===== config.mk =====
export PLATFORM = sky130hd
export DESIGN_NAME = packbits_row_decoder_flat
export DESIGN_NICKNAME = d
export VERILOG_FILES = /design/src/pbrd_pkg.sv /design/src/pbrd_if.sv /design/src/pbrd_front.sv /design/src/pbrd_queue.sv /design/src/pbrd_back.sv /design/src/packbits_row_decoder.sv /design/src/flat_wrapper.sv
export SDC_FILE = /design/constraint.sdc
export NUM_CORES = 1
export LEC_CHECK = 0
export BUFFER_PORTS_ARGS = -buffer_cell sky130_fd_sc_hd__buf_4
export CAP_MARGIN = 30
export CORE_ASPECT_RATIO = 1.2
export CORE_MARGIN = 2
export CORE_UTILIZATION = 40
export CTS_BUF_LIST = sky130_fd_sc_hd__clkbuf_16
export DETAILED_ROUTE_END_ITERATION = 7
export PLACE_DENSITY_LB_ADDON = 0.3
export SETUP_SLACK_MARGIN = 0.5
export SLEW_MARGIN = 20
export SYNTH_ARGS = -nofsm -noshare
export SYNTH_HDL_FRONTEND = slang
export SYNTH_SLANG_ARGS = --single-unit

===== constraint.sdc =====
create_clock -name clk -period 6.6 [get_ports clk]
set_input_delay 1.98 -clock clk [delete_from_list [all_inputs] [get_ports clk]]
set_output_delay 1.98 -clock clk [all_outputs]
set_load 0.01 [all_outputs]

===== src/pbrd_pkg.sv =====
// Shared types and constants of the PackBits row decoder.
package pbrd_pkg;

    localparam int ByteW         = 8;
    localparam int RowW          = 11;
    localparam int CntW          = 3;
    localparam int RunW          = 8;
    localparam int ChunkBytes    = 4;
    localparam int QueueDepth    = 2;
    localparam int QueuePtrW     = 1;
    localparam int QueueCntW     = 2;

    localparam logic [RowW-1:0]  ResetRowBytes = 11'd40;
    localparam logic [ByteW-1:0] CtrlNoOp      = 8'd128;

    // One decoded run handed from the front end to the unpacker.
    typedef struct packed {
        logic [ByteW-1:0] value;
        logic [RunW-1:0]  count;
        logic             row_end;
        logic             overshoot;
    } cmd_t;

endpackage


===== src/pbrd_if.sv =====
// Channel interfaces: compressed input stream, packed results and row length writes.
interface pbrd_in_if;
    import pbrd_pkg::*;
    logic             valid;
    logic             ready;
    logic [ByteW-1:0] data_byte;

    modport source (output valid, output data_byte, input ready);
    modport sink   (input valid, input data_byte, output ready);
endinterface

interface pbrd_out_if;
    import pbrd_pkg::*;
    logic             valid;
    logic             ready;
    logic [ByteW-1:0] byte0;
    logic [ByteW-1:0] byte1;
    logic [ByteW-1:0] byte2;
    logic [ByteW-1:0] byte3;
    logic [CntW-1:0]  byte_count;
    logic             run_last;
    logic             row_end;
    logic             overshoot;

    modport source (output valid, output byte0, output byte1, output byte2,
                    output byte3, output byte_count, output run_last,
                    output row_end, output overshoot, input ready);
    modport sink   (input valid, input byte0, input byte1, input byte2,
                    input byte3, input byte_count, input run_last,
                    input row_end, input overshoot, output ready);
endinterface

interface pbrd_cfg_if;
    import pbrd_pkg::*;
    logic            valid;
    logic            ready;
    logic [RowW-1:0] row_bytes;

    modport source (output valid, output row_bytes, input ready);
    modport sink   (input valid, input row_bytes, output ready);
endinterface


===== src/pbrd_front.sv =====
// Front end: parses control bytes, tracks the row position and issues run requests.
module pbrd_front #(
    parameter int MAX_ROW_BYTES = 1024
) (
    input  logic            clk,
    input  logic            rst_n,
    pbrd_in_if.sink         stream,
    pbrd_cfg_if.sink        cfg,
    input  logic            q_full,
    output logic            q_push,
    output pbrd_pkg::cmd_t  q_data
);
    import pbrd_pkg::*;

    // The register is 11 bits wide, so a larger limit clamps to 2047.
    localparam int MaxClamp = (MAX_ROW_BYTES > 2047) ? 2047 : MAX_ROW_BYTES;
    localparam logic [RowW-1:0] MaxRow = RowW'(MaxClamp);

    typedef enum logic [1:0] {PH_CTRL, PH_LIT, PH_REP} phase_t;

    function automatic logic [RowW-1:0] eff_row(input logic [RowW-1:0] r);
        logic [RowW-1:0] v;
        v = r;
        if (v == '0) v = RowW'(1);
        if (v > MaxRow) v = MaxRow;
        return v;
    endfunction

    phase_t           phase_reg, phase_next;
    logic [RunW-1:0]  literal_left_reg, literal_left_next;
    logic [RunW-1:0]  repeat_count_reg, repeat_count_next;
    logic [RowW-1:0]  row_left_reg, row_left_next;
    logic             overrun_reg, overrun_next;
    logic [RowW-1:0]  row_bytes_reg;

    logic             accept;
    logic [RowW-1:0]  eff;
    logic [RunW-1:0]  rest;
    logic [RowW-1:0]  row_dec;
    logic [RowW-1:0]  rl;
    logic [RowW-1:0]  total;
    logic [RowW-1:0]  emit;
    logic             rend;
    logic             over;

    assign stream.ready = !q_full;
    assign cfg.ready    = 1'b1;
    assign accept       = stream.valid && stream.ready;
    assign eff          = eff_row(row_bytes_reg);

    always_comb
    begin
        phase_next        = phase_reg;
        literal_left_next = literal_left_reg;
        repeat_count_next = repeat_count_reg;
        row_left_next     = row_left_reg;
        overrun_next      = overrun_reg;
        q_push            = 1'b0;
        q_data            = '0;
        rest              = (literal_left_reg != '0) ? literal_left_reg - RunW'(1) : '0;
        row_dec           = (row_left_reg != '0) ? row_left_reg - RowW'(1) : '0;
        rl                = (row_left_reg == '0) ? eff : row_left_reg;
        total             = RowW'(repeat_count_reg);
        emit              = (total > rl) ? rl : total;
        rend              = 1'b0;
        over              = 1'b0;

        if (accept)
        begin
            case (phase_reg)
                PH_LIT:
                begin
                    if (!overrun_reg)
                    begin
                        rend          = (row_dec == '0);
                        over          = rend && (rest != '0);
                        row_left_next = rend ? eff : row_dec;
                        overrun_next  = over;
                        q_push        = 1'b1;
                        q_data        = '{value: stream.data_byte, count: RunW'(1),
                                          row_end: rend, overshoot: over};
                    end
                    literal_left_next = rest;
                    if (rest == '0)
                    begin
                        phase_next   = PH_CTRL;
                        overrun_next = 1'b0;
                    end
                end
                PH_REP:
                begin
                    rend              = (emit == rl);
                    over              = (total > rl);
                    row_left_next     = rend ? eff : rl - emit;
                    q_push            = 1'b1;
                    q_data            = '{value: stream.data_byte, count: emit[RunW-1:0],
                                          row_end: rend, overshoot: rend && over};
                    repeat_count_next = '0;
                    phase_next        = PH_CTRL;
                    overrun_next      = 1'b0;
                end
                default:
                begin
                    phase_next = PH_CTRL;
                    if (stream.data_byte < CtrlNoOp)
                    begin
                        literal_left_next = stream.data_byte + RunW'(1);
                        phase_next        = PH_LIT;
                    end
                    else if (stream.data_byte > CtrlNoOp)
                    begin
                        // 257 - n taken modulo 256 gives the repeat length 2..128.
                        repeat_count_next = RunW'(1) - stream.data_byte;
                        phase_next        = PH_REP;
                    end
                end
            endcase
        end
    end

    always_ff @(posedge clk or negedge rst_n)
    begin
        if (!rst_n)
        begin
            phase_reg        <= PH_CTRL;
            literal_left_reg <= '0;
            repeat_count_reg <= '0;
            row_left_reg     <= eff_row(ResetRowBytes);
            overrun_reg      <= 1'b0;
            row_bytes_reg    <= ResetRowBytes;
        end
        else if (cfg.valid && cfg.ready)
        begin
            phase_reg        <= PH_CTRL;
            literal_left_reg <= '0;
            repeat_count_reg <= '0;
            row_left_reg     <= eff_row(cfg.row_bytes);
            overrun_reg      <= 1'b0;
            row_bytes_reg    <= cfg.row_bytes;
        end
        else
        begin
            phase_reg        <= phase_next;
            literal_left_reg <= literal_left_next;
            repeat_count_reg <= repeat_count_next;
            row_left_reg     <= row_left_next;
            overrun_reg      <= overrun_next;
        end
    end

endmodule


===== src/pbrd_queue.sv =====
// Two-entry queue of run requests between the front end and the unpacker.
module pbrd_queue (
    input  logic           clk,
    input  logic           rst_n,
    input  logic           push,
    input  pbrd_pkg::cmd_t push_data,
    input  logic           pop,
    output logic           full,
    output logic           empty,
    output pbrd_pkg::cmd_t head
);
    import pbrd_pkg::*;

    cmd_t                 entry_reg [QueueDepth];
    logic [QueuePtrW-1:0] wr_ptr_reg;
    logic [QueuePtrW-1:0] rd_ptr_reg;
    logic [QueueCntW-1:0] count_reg;
    logic                 do_push;
    logic                 do_pop;

    assign full    = (count_reg == QueueCntW'(QueueDepth));
    assign empty   = (count_reg == '0);
    assign head    = entry_reg[rd_ptr_reg];
    assign do_push = push && !full;
    assign do_pop  = pop && !empty;

    always_ff @(posedge clk)
    begin
        if (do_push)
        begin
            entry_reg[wr_ptr_reg] <= push_data;
        end
    end

    always_ff @(posedge clk or negedge rst_n)
    begin
        if (!rst_n)
        begin
            wr_ptr_reg <= '0;
            rd_ptr_reg <= '0;
            count_reg  <= '0;
        end
        else
        begin
            if (do_push)
            begin
                wr_ptr_reg <= wr_ptr_reg + QueuePtrW'(1);
            end
            if (do_pop)
            begin
                rd_ptr_reg <= rd_ptr_reg + QueuePtrW'(1);
            end
            if (do_push && !do_pop)
            begin
                count_reg <= count_reg + QueueCntW'(1);
            end
            else if (do_pop && !do_push)
            begin
                count_reg <= count_reg - QueueCntW'(1);
            end
        end
    end

endmodule


===== src/pbrd_back.sv =====
// Unpacker: splits each run request into results of up to four bytes.
module pbrd_back (
    input  logic           clk,
    input  logic           rst_n,
    input  logic           q_empty,
    input  pbrd_pkg::cmd_t q_head,
    output logic           q_pop,
    pbrd_out_if.source     result
);
    import pbrd_pkg::*;

    logic [RunW-1:0]  done_reg;
    logic [RunW-1:0]  left;
    logic [CntW-1:0]  chunk;
    logic             last;
    logic             load;

    logic             valid_reg;
    logic [ByteW-1:0] byte0_reg, byte1_reg, byte2_reg, byte3_reg;
    logic [CntW-1:0]  count_reg;
    logic             last_reg, row_end_reg, over_reg;

    assign left  = q_head.count - done_reg;
    assign last  = (left <= RunW'(ChunkBytes));
    assign chunk = last ? left[CntW-1:0] : CntW'(ChunkBytes);
    assign load  = !q_empty && (!valid_reg || result.ready);
    assign q_pop = load && last;

    always_ff @(posedge clk or negedge rst_n)
    begin
        if (!rst_n)
        begin
            valid_reg <= 1'b0;
            done_reg  <= '0;
        end
        else
        begin
            if (load)
            begin
                valid_reg <= 1'b1;
                done_reg  <= last ? '0 : done_reg + RunW'(ChunkBytes);
            end
            else if (result.ready)
            begin
                valid_reg <= 1'b0;
            end
        end
    end

    always_ff @(posedge clk)
    begin
        if (load)
        begin
            byte0_reg   <= (chunk > CntW'(0)) ? q_head.value : '0;
            byte1_reg   <= (chunk > CntW'(1)) ? q_head.value : '0;
            byte2_reg   <= (chunk > CntW'(2)) ? q_head.value : '0;
            byte3_reg   <= (chunk > CntW'(3)) ? q_head.value : '0;
            count_reg   <= chunk;
            last_reg    <= last;
            row_end_reg <= last && q_head.row_end;
            over_reg    <= last && q_head.overshoot;
        end
    end

    assign result.valid      = valid_reg;
    assign result.byte0      = byte0_reg;
    assign result.byte1      = byte1_reg;
    assign result.byte2      = byte2_reg;
    assign result.byte3      = byte3_reg;
    assign result.byte_count = count_reg;
    assign result.run_last   = last_reg;
    assign result.row_end    = row_end_reg;
    assign result.overshoot  = over_reg;

endmodule


===== src/packbits_row_decoder.sv =====
// Top level of the PackBits row decoder: front end, request queue and unpacker.
// A literal or repeat byte is registered in the request queue, then in the output stage.
// Throughput: one compressed byte per cycle while the queue has room; a repeat run of n
// bytes holds the unpacker for ceil(n/4) results (up to 32), which sets the sustained rate.
// Reset: all control state clears, the row length returns to 40 bytes and the
// decoder waits for a control byte; the queue and the output stage come up empty.
module packbits_row_decoder #(
    parameter int MAX_ROW_BYTES = 1024
) (
    input  logic        clk,
    input  logic        rst_n,
    pbrd_in_if.sink     stream,
    pbrd_cfg_if.sink    cfg,
    pbrd_out_if.source  result
);
    import pbrd_pkg::*;

    // Each request from the front end describes one run that produces results:
    // the byte value, how many of its bytes fit in the row, and the row end flags.
    cmd_t q_data;
    cmd_t q_head;
    logic q_push;
    logic q_pop;
    logic q_full;
    logic q_empty;

    // The front end consumes every compressed byte. Control bytes and literal
    // bytes dropped past the row end make no request; it stalls only when the
    // queue is full.
    pbrd_front #(
        .MAX_ROW_BYTES (MAX_ROW_BYTES)
    ) u_front (
        .clk    (clk),
        .rst_n  (rst_n),
        .stream (stream),
        .cfg    (cfg),
        .q_full (q_full),
        .q_push (q_push),
        .q_data (q_data)
    );

    // The queue lets the front end keep parsing while a long repeat run drains.
    pbrd_queue u_queue (
        .clk       (clk),
        .rst_n     (rst_n),
        .push      (q_push),
        .push_data (q_data),
        .pop       (q_pop),
        .full      (q_full),
        .empty     (q_empty),
        .head      (q_head)
    );

    // The unpacker emits up to four bytes a cycle, while its output stage is free or being
    // taken, into a registered output stage, so a waiting result never blocks the queue from filling.
    pbrd_back u_back (
        .clk     (clk),
        .rst_n   (rst_n),
        .q_empty (q_empty),
        .q_head  (q_head),
        .q_pop   (q_pop),
        .result  (result)
    );

endmodule


===== src/flat_wrapper.sv =====
// flat-port wrapper written by rule: the top's interface ports become plain ports
module packbits_row_decoder_flat import pbrd_pkg::*;
#(
    parameter int MAX_ROW_BYTES = 1024
)
  (clk, rst_n, stream_valid, stream_data_byte, stream_ready, cfg_valid, cfg_row_bytes, cfg_ready, result_valid, result_byte0, result_byte1, result_byte2, result_byte3, result_byte_count, result_run_last, result_row_end, result_overshoot, result_ready);
  pbrd_in_if stream_i ();
  pbrd_cfg_if cfg_i ();
  pbrd_out_if result_i ();
  input  logic clk;
  input  logic rst_n;
  input wire logic [$bits(stream_i.valid)-1:0] stream_valid;
  input wire logic [$bits(stream_i.data_byte)-1:0] stream_data_byte;
  output wire logic [$bits(stream_i.ready)-1:0] stream_ready;
  input wire logic [$bits(cfg_i.valid)-1:0] cfg_valid;
  input wire logic [$bits(cfg_i.row_bytes)-1:0] cfg_row_bytes;
  output wire logic [$bits(cfg_i.ready)-1:0] cfg_ready;
  output wire logic [$bits(result_i.valid)-1:0] result_valid;
  output wire logic [$bits(result_i.byte0)-1:0] result_byte0;
  output wire logic [$bits(result_i.byte1)-1:0] result_byte1;
  output wire logic [$bits(result_i.byte2)-1:0] result_byte2;
  output wire logic [$bits(result_i.byte3)-1:0] result_byte3;
  output wire logic [$bits(result_i.byte_count)-1:0] result_byte_count;
  output wire logic [$bits(result_i.run_last)-1:0] result_run_last;
  output wire logic [$bits(result_i.row_end)-1:0] result_row_end;
  output wire logic [$bits(result_i.overshoot)-1:0] result_overshoot;
  input wire logic [$bits(result_i.ready)-1:0] result_ready;
  assign stream_i.valid = stream_valid;
  assign stream_i.data_byte = stream_data_byte;
  assign stream_ready = stream_i.ready;
  assign cfg_i.valid = cfg_valid;
  assign cfg_i.row_bytes = cfg_row_bytes;
  assign cfg_ready = cfg_i.ready;
  assign result_valid = result_i.valid;
  assign result_byte0 = result_i.byte0;
  assign result_byte1 = result_i.byte1;
  assign result_byte2 = result_i.byte2;
  assign result_byte3 = result_i.byte3;
  assign result_byte_count = result_i.byte_count;
  assign result_run_last = result_i.run_last;
  assign result_row_end = result_i.row_end;
  assign result_overshoot = result_i.overshoot;
  assign result_i.ready = result_ready;
  packbits_row_decoder #(.MAX_ROW_BYTES(MAX_ROW_BYTES)) u_core (.clk(clk), .rst_n(rst_n), .stream(stream_i), .cfg(cfg_i), .result(result_i));
endmodule

Word-level counts from Yosys, hierarchy flattened --
Memories as Yosys holds them, arrays and structs flattened. Cells that the tools add are included.
Operators by class: reductions and logical operators 37, mux-type cells 49, $lt $le $gt $ge 10, add/sub/neg operators 11, equality and inequality tests 9
Operator list (number):
- two-way mux 11 bit | 13
- two-way mux 8 bit | 9
- logical NOT 11 bit | 4
- two-way mux 18 bit | 2
- case mux 18 bit (2 select lines) | 1
- case mux 8 bit (2 select lines) | 2
- > comparator 11 bit, second input constant | 2
- case mux 11 bit (2 select lines) | 1
- nonzero test 8 bit | 2
- two-way mux 2 bit | 7
- == test 11 bit | 1
- > comparator 8 x 11 -> 1 bit | 1
- logical AND 1 bit | 11
- nonzero test 11 bit | 1
- subtractor 11 x 1 -> 11 bit, second input constant | 1
- subtractor 11 bit | 1
- two-way mux 1 bit | 10
- nonzero test 3 bit | 3
- adder 8 x 1 -> 8 bit, second input constant | 1
- adder 8 x 3 -> 8 bit, second input constant | 1
- > comparator 8 bit, second input constant | 1
- <= comparator 8 x 3 -> 1 bit, second input constant | 1
- logical NOT 8 bit | 1
- less-than comparator 8 bit, second input constant | 1
- other kinds (23) | 38
Word-level totals: bits in writable memories 36, bits of input ports 24, logic and storage cells 136, register bits after elaboration 92, memories 1
Memories:
- u_core.u_queue.entry_reg | depth 2, bits a word 18, rd ports 1, clocked after memory_dff 0, wr ports 1, RTL line pbrd_queue.sv:14 | cmd_t entry_reg [QueueDepth];

Longest topological paths before layout --
depth in word-level cells 12, mapped depth 24, gate-level depth less buffers 23

Modules after synthesis --
From an unflattened synthesis, not the netlist that was laid out.
Unflattened totals: cell total of the unflattened synthesis 736, area total of the unflattened synthesis 7742.4 um^2
Modules (own cells, without submodules):
- pbrd_front | cells each 490, times used 1, area an instance 4040.1 um^2, seq. area each 1031.0 um^2
- pbrd_back | cells each 171, times used 1, area an instance 2157.1 um^2, seq. area each 1316.3 um^2
- pbrd_queue | cells each 75, times used 1, area an instance 1545.2 um^2, seq. area each 1181.1 um^2

Worst setup path before layout --
Ideal clock, no wire load.
path type reg2reg, start reg u_core.u_front.row_left_reg[0], end reg u_core.u_front.row_left_reg[6], period minus slack after synthesis 4.680 ns, path slack 1.920 ns, data arrival time 4.553 ns, library setup time 0.126 ns, stages on the path, launching flop included 23, required time 6.474 ns, buffers on the path 1, cells stage by stage dfrtp_1 inv_1 ha_1 nor2b_1 and3_1 clkbuf_2 mux2_2 ha_1 nand4_1 o22ai_1 or3b_1 nor2_1 nand2_2 mux2i_1 ha_1 fa_1 nand2b_1 a21oi_1 a21o_1 a21oi_1 xor2_1 a211oi_1 o32a_1
On the way: word-level cells in the longest chain between the ends 9
RTL lines:
- from (decl) | RTL line pbrd_front.sv:32 | logic [RowW-1:0] row_left_reg, row_left_next;
- from (signal assigned) | RTL line pbrd_front.sv:128 | row_left_reg <= eff_row(ResetRowBytes);
- from (signal assigned) | RTL line pbrd_front.sv:137 | row_left_reg <= eff_row(cfg.row_bytes);
- from (signal assigned) | RTL line pbrd_front.sv:146 | row_left_reg <= row_left_next;
- logical NOT 11 bit | RTL line pbrd_front.sv:62 | rl = (row_left_reg == '0) ? eff : row_left_reg;
- two-way mux 11 bit | RTL line pbrd_front.sv:62
- > comparator 8 x 11 -> 1 bit | RTL line pbrd_front.sv:64 | emit = (total > rl) ? rl : total;
- two-way mux 11 bit | RTL line pbrd_front.sv:64
- subtractor 11 bit or == test 11 bit (tied branches) | RTL line pbrd_front.sv:94, pbrd_front.sv:92
- two-way mux 11 bit | RTL line pbrd_front.sv:94 | row_left_next = rend ? eff : rl - emit;
- case mux 11 bit (2 select lines) (*) | RTL line pbrd_front.sv:70 | case (phase_reg)
- two-way mux 11 bit (*) | RTL line pbrd_front.sv:68 | if (accept)
- two-way mux 11 bit (*) | RTL line pbrd_front.sv:132 | else if (cfg.valid && cfg.ready)
Every way passes the cells marked *; elsewhere a longest branch is shown, timed or not. The select of a mux whose other input is x is not followed. A chain may end at the register's enable or synchronous reset.

Worst setup path after layout --
start reg u_core.u_front.row_left_reg[0], end reg u_core.u_front.row_left_reg[9]
The elaborated chain is that of the path after synthesis.

==> metrics list <==
- The flow ran to the end, and the final reports show no timing, DRC or antenna violations.
- The H-tree was split into 4 levels.
- The clock passes through at most 2 buffers.
* Initial core utilization: 40.8%
- Routed length per placed instance: between 15 and 20 um
* Maximum number of pins on one net before global-route repair: 53
- After detailed placement, the total cell area comes to 8100 um^2.
* Area fraction of the dominant cell type after synthesis: 29.9%
* Initial drt markers: slightly above 400
- Max stage delay on crit path: 0.45 ns
- Kind of end point of the critical path: register
- Excluding fillers, the count of instances in the completed layout stands at around 1k.
* Number of I/O port buffers: 63
- 65 I/O pins were placed.
- List of cells traversed by the critical path: inv_1 -> ha_1 -> nor2b_1 -> and3_1 -> nand2_1 -> o21ai_0 -> inv_1 -> ha_1 -> nand4_1 -> o22ai_1 -> or3b_1 -> nor2_1 -> nand2_2 -> mux2i_1 -> ha_1 -> nor2b_1 -> o211ai_1 -> a21boi_0 -> o211ai_1 -> and4b_1 -> a2111oi_0 -> o31ai_1
* Count of pins over their slew limit: 0
* Placed cell count: 997
* Number of setup violations in the final report: 0
* Die W: 129 um
- Number of clock buffers inserted by TritonCTS: 17
* Main combinational cell family by area after synthesis: simple AND/OR/NAND/NOR gates
- For this run, the number of Yosys warnings is 0.
- Buffers added to address setup during post-CTS repair amount to 0.
* Worst endpoint required time: just under 7 ns
- Power spread over the standard cell area amounts to 427 nW/um^2.
- Most used flip-flop cell after synthesis: sky130_fd_sc_hd__edfxtp_1
- The average instance in the mapped netlist occupies roughly 10 um^2.
- Once routing completed, OpenROAD measured the worst setup slack at between 1 and 1.5 ns.
- CP Buf/Inv Count: 2
- Share of the synthesized area in compound gates (AO/OA/AOI/OAI): approximately 15%
* Leakage power figure: 0.00350 uW
* Height of the chip: 153 um
- Area of the core: 18200 um^2
- Area added between synthesis and finish: 16.5%
* Clock Sinks: 126
* Global-route wire length before repair: between 20 and 30 mm
- The die covers a little under 20000 um^2.
- For this run, design rule violations remaining after detail routing come to 0.
* Number of flops mapped to enable cells by yosys: 74
* Async set-or-reset flop fraction in the synthesized netlist: 41.3%
* Clock tree from TritonCTS: done
* Total negative setup slack: 0 ns
- Pwr Total: 3700 uW
* Final worst clock skew: 0.00719 ns
- FF+latch count, synth: 126
* Fraction of layout cells with a size suffix above 1: 17.5%
* Clk_lat worst skew: ~0.42 ns
- At the end of the flow, the number of nets in the layout was 851.
- Using the TritonRoute via totals, the vias-per-cell ratio works out to 5.68.
* Unrepaired setup endpoints after global routing: false
* Part of the total power dissipated in sequential elements: 33.7%
- After routing the design area is 8670 um^2.
- In the global route stage, met1 resource usage came out at 24.5%.
- Simple-gate share of the synthesized area: 16.9%
- Clock-pin slew was measured on the worst setup and hold paths at 0.06 ns.
- Kind of critical path: register to register
- Switching fraction of total power: 39.9%
* Count of nets left with antenna violations after detail routing: 0
- Adder-cell share of the synthesized area: about 6.0%
- After clock tree synthesis, the flow added hold-fix buffers numbering 0.
- Cell area after synthesis: 7440 um^2
* Total detailed-routing wirelength: 18.1 mm
* Number of instances resized during post-cts repair: 0
- Slowest CP cell: sky130_fd_sc_hd__dfrtp_1
- The portion of synthesized area spent on multiplexers is 6.79%.
- Count of mapped cells out of synthesis: about 740
- Headroom to the max-slew limit came out at a little under two fifths.
- Across every metal layer, demand over resource in global routing totals between 10% and 20%.
- Of all nets on the critical path, the largest fanout is 8.
* GRT busiest layer: met2
- Placed wire-length estimate after detailed placement: 13.3 mm
- Total net switching power: 1480 uW
- Sequential elements use 47.4% of the synthesized area.
* Antenna violations before repair: 0
* Cell type with the largest total area after synthesis: sky130_fd_sc_hd__edfxtp_1
- Combinational logic burns 42.0% of the power.
- The number of global-route vias before repair is 5747.
- After layout, the worst path uses 83.7% of the clock period.
* Tightest Pin Transition: between 0.9 and 1 ns
- Of the total power, the clock network draws 24.4%.
* Clock root buffer: sky130_fd_sc_hd__clkbuf_16
- Met3 routing resource usage after global routing: under 10%
* Routability cong.: 0.993
- Most common cell after layout, fill and taps aside: sky130_fd_sc_hd__edfxtp_1
- Min Tclk post-route: 5.53 ns
- Arrival time at the worst endpoint: 5.82 ns
- The register with the most flip-flops in the layout has 36 of them.
* Most Frequent Cell on Critical Path: sky130_fd_sc_hd__ha_1
- Peak supply drop: 0.193 mV
- # Max-Cap Violations: 0
- Worst slack at placement: 1.18 ns
- Fraction of synthesized cell area in xor and xnor cells: 3.62%
- Via count: ~5.8k
- Cell internal power was estimated by the tool at 2220 uW.
* Number of antenna diodes: 0
- The kind of cell with the highest combined delay along the critical path is simple AND/OR/NAND/NOR gates.
* Type of origin of the critical path: register
- Timing would allow up to approximately 0.18 GHz.
- In this run the core area contains between 50 and 60 standard-cell rows.
- The path class of the tightest hold or removal check is register to register.
- Drt pass-1 iters: 6
- Largest cells by area after synthesis: sky130_fd_sc_hd__edfxtp_1 (30%), sky130_fd_sc_hd__dfrtp_1 (16%), sky130_fd_sc_hd__ha_1 (5.7%)
- Fill cells in the final layout number 1703.
- Met2 routing resource usage after global routing: 31.2%
- The hold violation total from the final report came to 0.
- The number of different library cells used by synthesis comes to 77.
- Leaving out fill and tap cells, the most frequent cells in the layout are sky130_fd_sc_hd__edfxtp_1 (74), sky130_fd_sc_hd__buf_4 (67), sky130_fd_sc_hd__nor2_1 (62).
* Global route overflow: 0
## synth_stat cells, types with 3 or more instances
library cell               count
sky130_fd_sc_hd__a211oi_1      8
sky130_fd_sc_hd__a21oi_1      58
sky130_fd_sc_hd__a221oi_1      4
sky130_fd_sc_hd__a22o_1        4
sky130_fd_sc_hd__a22oi_1       5
sky130_fd_sc_hd__a31oi_1       4
sky130_fd_sc_hd__and2_1       15
sky130_fd_sc_hd__and3_1        4
sky130_fd_sc_hd__buf_2         9
sky130_fd_sc_hd__clkbuf_1     17
sky130_fd_sc_hd__dfrtp_1      48
sky130_fd_sc_hd__dfstp_2       4
sky130_fd_sc_hd__edfxtp_1     74
sky130_fd_sc_hd__ha_1         34
sky130_fd_sc_hd__inv_1        41
sky130_fd_sc_hd__mux2_2       20
sky130_fd_sc_hd__mux2i_1      28
sky130_fd_sc_hd__nand2_1      55
sky130_fd_sc_hd__nand2b_1     14
sky130_fd_sc_hd__nand3_1      20
sky130_fd_sc_hd__nand3b_1      4
sky130_fd_sc_hd__nand4_1       7
sky130_fd_sc_hd__nand4b_1      3
sky130_fd_sc_hd__nor2_1       62
sky130_fd_sc_hd__nor2b_1      16
sky130_fd_sc_hd__nor3_1       18
sky130_fd_sc_hd__nor3b_1       4
sky130_fd_sc_hd__nor4_1        6
sky130_fd_sc_hd__o211ai_1      5
sky130_fd_sc_hd__o21a_1        5
sky130_fd_sc_hd__o21ai_0      34
sky130_fd_sc_hd__o21ai_1       5
sky130_fd_sc_hd__o22ai_1       5
sky130_fd_sc_hd__o31ai_1      11
sky130_fd_sc_hd__or2_2         4
sky130_fd_sc_hd__or3_1         5
sky130_fd_sc_hd__xnor2_1      11
sky130_fd_sc_hd__xor2_1       17
## cell families after synthesis
logic type / Yosys count
AND/OR/NAND/NOR: 248
AO/OA/AOI/OAI: 176
flip-flops: 126
buffers and inverters: 72
multiplexers: 48
adder cells (fa/ha/maj): 35
XOR/XNOR: 29
other: 2
## final timing paths
path / from / end / slack (ns) / depth (start not counted)
min in group asynchronous: rst_n / u_core.u_front.row_bytes_reg[7] / 1.61 / 1
max in group asynchronous: rst_n / u_core.u_queue.rd_ptr_reg / 4.47 / 1
max reg2reg: u_core.u_front.row_left_reg[0] / u_core.u_front.row_left_reg[9] / 1.07 / 22
min reg2reg: u_core.u_front.repeat_count_reg[0] / u_core.u_front.repeat_count_reg[0] / 0.48 / 2
max: u_core.u_front.row_left_reg[0] / u_core.u_front.row_left_reg[9] / 1.07 / 22
min: u_core.u_front.repeat_count_reg[0] / u_core.u_front.repeat_count_reg[0] / 0.48 / 2
## metrics by stage
stage / util (%) / hold WS (ns)
CTS: 47.5 / 0.484
detailed placement: 44.4 / 0.471
finish: 47.5 / 0.482
global placement: 44.4 / 0.464
floorplan: - / 0.449
global route: 47.5 / 0.521
## routing by layer
metal	vias to the layer above	part of all wire, %
met5	-	0
met3	51	4.7
met2	222	48
met1	2766	44
met4	0	3.8
li1	2807	-
## power by group through the flow
stage,combinational (uW),sequential (uW),clock [uW]
2_1_floorplan,1060,1240,0
3_3_place_gp,1540,1260,0
6_report,1550,1250,902
3_5_place_dp,1540,1260,0
5_1_grt,1730,1270,952
4_1_cts,1550,1250,919
## worst min-delay path, delay by kind of cell (launching register included)
kind / cells / cell delay, ns
flip-flops: 1 / 0.34
AND/OR/NAND/NOR: 1 / 0.05
AO/OA/AOI/OAI: 1 / 0.05
## cell type report
type | instances | area [um^2] | share of cell area, %
Tap cell | 224 | 280 | 3.23
Timing Repair Buffer | 67 | 503 | 5.80
Multi-Input combinational cell | 539 | 3630 | 41.9
Clock inverter | 15 | 146 | 1.69
Clock buffer | 17 | 425 | 4.91
Inverter | 41 | 154 | 1.78
Sequential cell | 126 | 3530 | 40.7
Note: power is estimated with default switching activity, not from simulation.
